`src/rtl/cgr_ram.sv`:
```
// Generic single-port RAM with registered read data.
`timescale 1ns / 1ps

module cgr_ram #(
  parameter int WIDTH = 8,
  parameter int DEPTH = 256
) (
  input  logic                     clk,
  input  logic                     we,
  input  logic [$clog2(DEPTH)-1:0] addr,
  input  logic [WIDTH-1:0]         wdata,
  output logic [WIDTH-1:0]         rdata
);

  logic [WIDTH-1:0] mem [DEPTH];

  // Write on enable, register the read port every cycle
  always_ff @(posedge clk) begin
    if (we) begin
      mem[addr] <= wdata;
    end
    rdata <= mem[addr];
  end

endmodule

```
`config.mk`:
```
export PLATFORM = sky130hd
export DESIGN_NAME = cgr_ram
export DESIGN_NICKNAME = d
export VERILOG_FILES = /design/src/rtl/cgr_ram.sv
export SDC_FILE = /design/constraint.sdc
export NUM_CORES = 2
export LEC_CHECK = 0
export ABC_AREA = 1
export ABC_CLOCK_PERIOD_IN_PS = 2740
export BUFFER_PORTS_ARGS = -buffer_cell sky130_fd_sc_hd__buf_2
export CAP_MARGIN = 20
export CORE_AREA = 2 2 586 588
export CTS_CLUSTER_DIAMETER = 30
export DETAILED_ROUTE_END_ITERATION = 10
export DIE_AREA = 0 0 588 590
export PLACE_DENSITY = 0.42
export SLEW_MARGIN = 20
export SYNTH_ARGS = -nofsm -noshare
export SYNTH_HDL_FRONTEND = slang
export SYNTH_SLANG_ARGS = --single-unit
export TNS_END_PERCENT = 1
```
`constraint.sdc`:
```
create_clock -name clk -period 2.74 [get_ports clk]
set_clock_uncertainty 0.05 [all_clocks]
set_input_delay 0.274 -clock clk [delete_from_list [all_inputs] [get_ports clk]]
set_output_delay 0.274 -clock clk [all_outputs]
set_load 0.1 [all_outputs]
```
== Word-level counts from Yosys, hierarchy flattened ==
Memory sizes are Yosys's and may differ from the RTL's. A register that Yosys moved wholly into a read port is not among the register bits.
Index checks and enable logic that the tools add are counted.
Operators by class
  mux-type cells: 2
Operators by type and width (number)
  2-to-1 mux 1 bit: 2
Word-level totals
  bits in registers: 0
  bits in writable memories: 2048
  input bits: 18
  output and inout bits: 8
  memories: 1
Memories
  mem: words 256, bits a word 8, read ports 1, clocked after Yosys merged registers in 1, wr ports 1, line 15  | logic [WIDTH-1:0] mem [DEPTH];

== Depth between registers and ports, before layout ==
  word-level depth: 2
  depth in mapped cells: 15

== Worst setup path after synthesis ==
Ideal clock, no wire load.
  path kind: input to register
  start point: input addr[1]
  end point: memory mem[234][0] (enable)
  library setup time: 0.370 ns
  arrival time: 1.744 ns
  data required time: 2.320 ns
  path slack: 0.576 ns
  cell stages on the path: 10
  path through: buf_4 > inv_4 > nor2_8 > buf_4 > buf_4 > inv_2 > nor2_1 > nand2_1 > clkbuf_1 > nor2_1
RTL lines
  from (decl): line 10  | input logic [$clog2(DEPTH)-1:0] addr,
  to (decl): line 15
No word-level cell before the write port.

== Final worst setup path ==
  start point: register rdata[4], read port of mem
  end point: output rdata[4]
RTL lines
  from (decl): line 12  | output logic [WIDTH-1:0] rdata
No word-level cell between the ends.

==> results.md <==
* Combined area of the multi-input logic cells at 21,300 um2
* DIE WIDTH at 588 um
* Num Clock Sinks at 2,056
* Pin count of the biggest net entering global routing at 92
* CTS Buf Count at 475
* Vias in the first global route at 59,800
* WHS at 0.0504 ns
* #FFs+latches synth at 2,056
* Post-cts resize count at 0
* Min-Delay Endpoint: rdata[0]
* Die area at 347,000 um2
* Syn Nets at 8,039
* Startpoint Class: register
* First-iteration detailed-routing DRC count at 4,420
* Nets@finish at 8,775
* FF+latch area at 61,700 um2
* Max_slew headroom at 43.4%
* Die Y at 590 um
* Max frequency at 417 MHz
* Largest stage delay, worst path at 0.64 ns
* HPWL Detailed at 170,000 um
* Unique cell type count in the Yosys netlist at 18
* Crit path time final at 2.40 ns
* Longest Clk Path Bufs at 4
* TritonCTS clock tree: done
* Initial Util at 24.9%
* Syn Inst Count at 8,021
* CP Class: reg2out
* Routed WL per cell at 19.9 um
* CP max-delay cell: dfxtp_1
* Antenna violations before repair at 22
* Filler cells at 34,600
* Mean area per synthesized cell at 10.6 um2
* Total number of vias at 58,900
* Worst-path fanout max at 1
* Tot GR Track Use at 15.4%
* Bufs and invs on worst path at 1
* Synth Cell Area at 84,900 um2
* Worst path arrival time at 2.07 ns
* Yosys warnings at 0
* Worst reg2reg setup slack at 0.42 ns
* Period utilisation layout at 87.5%
* Worst-path clk slew at 0.05 ns
* P per Cell Area at 869 nW/um2
* GP Congestion at 0.817
* Final WL at 273,000 um
* Hold Path Depth at 5
* Worst min path class: in2reg
* Crit. End Element: primary output
* IO Count at 26
* Port bufs at 25
* Max VDD drop at 564 uV
* Status: finished clean
* CP Cell Sequence: buf_2
* HP Start: addr[6]
* Seq/Total Area, Yosys at 72.7%
* Depth of the CTS H-tree at 5
* Reg2reg start: mem[140][7]
* Max-slew violations at 0
* Required time worst endpoint at 2.42 ns
* Final setup violating endpoints at 0
* Clk root buf: clkbuf_16
* Family with the most delay on the worst path: flip-flops
* Worst slew pin tran at 0.846 ns
* Clk Latency, worst-skew pair at 0.93 ns
* Setup bufs post-CTS at 0
* RSZ-0062 raised after global routing: no
* Fin. Hold Viols at 0
* Via density at 4.29
* Ratio of cells with drive above 1 in the final layout at 16.1%
* Rows at 215
* Drt drc at 0
* Total negative setup slack at 0 ns
* Leakage at 45.0 nW
* Final antenna-violating net count at 0
* R2R Path End: rdata[7]
* R2R cell count at 14
* First-pass GRT wire length at 400,000 um
* Synth-to-Final Area Change at 32.2%
* Max_cap viols at 0
* Core area at 341,000 um2
* Overflow after GRT at 0
* First-pass DRT Iterations at 6
## power by group
| part | switching [mW] | total (mW) | internal, mW |
|---|---|---|---|
| Clock | 18.2 | 58.1 | 39.9 |
| Combinational | 3.30 | 4.52 | 1.22 |
| Sequential | 0.0744 | 34.8 | 34.8 |
## worst max path at each step
stage	slack, ns	cells after the start	from	end
after global placement	-0.47	17	addr[0]	rdata[0]
after global routing	0.24	1	rdata[4]	rdata[4]
after detailed placement	-0.43	17	addr[0]	rdata[0]
final	0.34	1	rdata[4]	rdata[4]
after CTS	0.14	1	rdata[4]	rdata[4]
after floorplan	0.58	10	addr[1]	mem[234][0]
## placed cells by master, fill, tap and decap left out, types with 5 or more instances in the layout
master | Yosys | layout
a21oi_1 | 32 | 32
buf_4 | 6 | 519
clkinv_1 | 0 | 63
clkbuf_16 | 0 | 479
buf_2 | 182 | 15
diode_2 | 0 | 7
dfxtp_1 | 8 | 8
inv_16 | 0 | 6
clkbuf_1 | 170 | 43
inv_6 | 0 | 27
edfxtp_1 | 2048 | 2048
nand3_1 | 188 | 188
clkinvlp_4 | 0 | 65
nor2_4 | 0 | 5
buf_8 | 0 | 10
buf_12 | 0 | 124
o21ai_0 | 41 | 41
nand2_2 | 0 | 14
bufinv_16 | 0 | 86
o21ai_1 | 119 | 119
clkinv_4 | 0 | 38
inv_1 | 31 | 28
dlygate4sd3_1 | 0 | 8
nand2_1 | 4770 | 4756
clkinv_2 | 0 | 76
nor2_1 | 361 | 356
## flip-flops by register name, indices dropped and copies added (netlist names)
| name | flops |
|---|---|
| mem | 2048 |
| rdata | 8 |
## cells by family (layout without fill, tap and decap cells)
group | count (synthesis) | after routing | share of synthesized area [%]
buf+inv | 452 | 1598 | 2.36
compound gates | 192 | 192 | 1.13
flops | 2056 | 2056 | 72.7
simple gates | 5321 | 5321 | 23.8
other cells | 0 | 7 | 0
## routing by layer
layer	track usage [%]	vias up	part of all wire [%]
met5	0	-	0.0099
met4	4.68	4	2.6
met3	2.07	423	4.3
met2	25.8	1420	48
met1	20.6	28900	45
li1	-	28100	-
## layout make-up
class | instances | area share, %
sequential | 2056 | 55.0
antenna | 7 | 0.0156
inverter | 35 | 0.147
multi-input combinational | 5513 | 19.0
clock inverter | 365 | 4.02
clock buffer | 522 | 10.8
tap | 4557 | 5.08
timing repair buffer | 676 | 5.96
## what timing repair did
action | in CTS | in global routing
setup endpoints to repair | 0 | 0
hold endpoints to repair | 798 | 0
hold buffers | 8 | 0
## Yosys cell counts
master	instances	share of area [%]
nor2_8	1	0.024
buf_2	182	1.1
edfxtp_1	2048	72
buf_4	6	0.053
o21ai_0	41	0.24
nand2_4	1	0.013
buf_1	52	0.23
nand3_1	188	1.1
nor2_1	361	1.6
inv_1	31	0.14
inv_4	2	0.015
dfxtp_1	8	0.19
a21oi_1	32	0.19
o21ai_1	119	0.70
buf_6	7	0.093
nand2_1	4770	21
inv_2	2	0.0089
clkbuf_1	170	0.75
## worst reg2reg max path: stages (launching register included)
cell and delay [ns]:
edfxtp_1 0.36, nand2_1 0.07, nand2_1 0.05, nand2_1 0.07, nand2_1 0.06, nand2_1 0.08, nand2_1 0.11, o21ai_1 0.15
buf_4 0.16, nand2_1 0.19, nor2_1 0.20, buf_4 0.13, nor2_1 0.03, nor2_1 0.42, nand2_1 0.10
## stage by stage
step	cells	util [%]	worst slack (ns)	total power [mW]	instance area [um2]
3_3_place_gp	12800	28.0	-0.465	40.0	95400
6_report	13700	32.9	0.342	97.5	112000
3_5_place_dp	12800	28.0	-0.431	40.0	95400
5_1_grt	13700	32.9	0.244	100	112000
2_1_floorplan	8021	-	0.576	37.5	84900
4_1_cts	13700	32.9	0.143	98.5	112000
No activity file was read; power rests on OpenSTA's default activity.
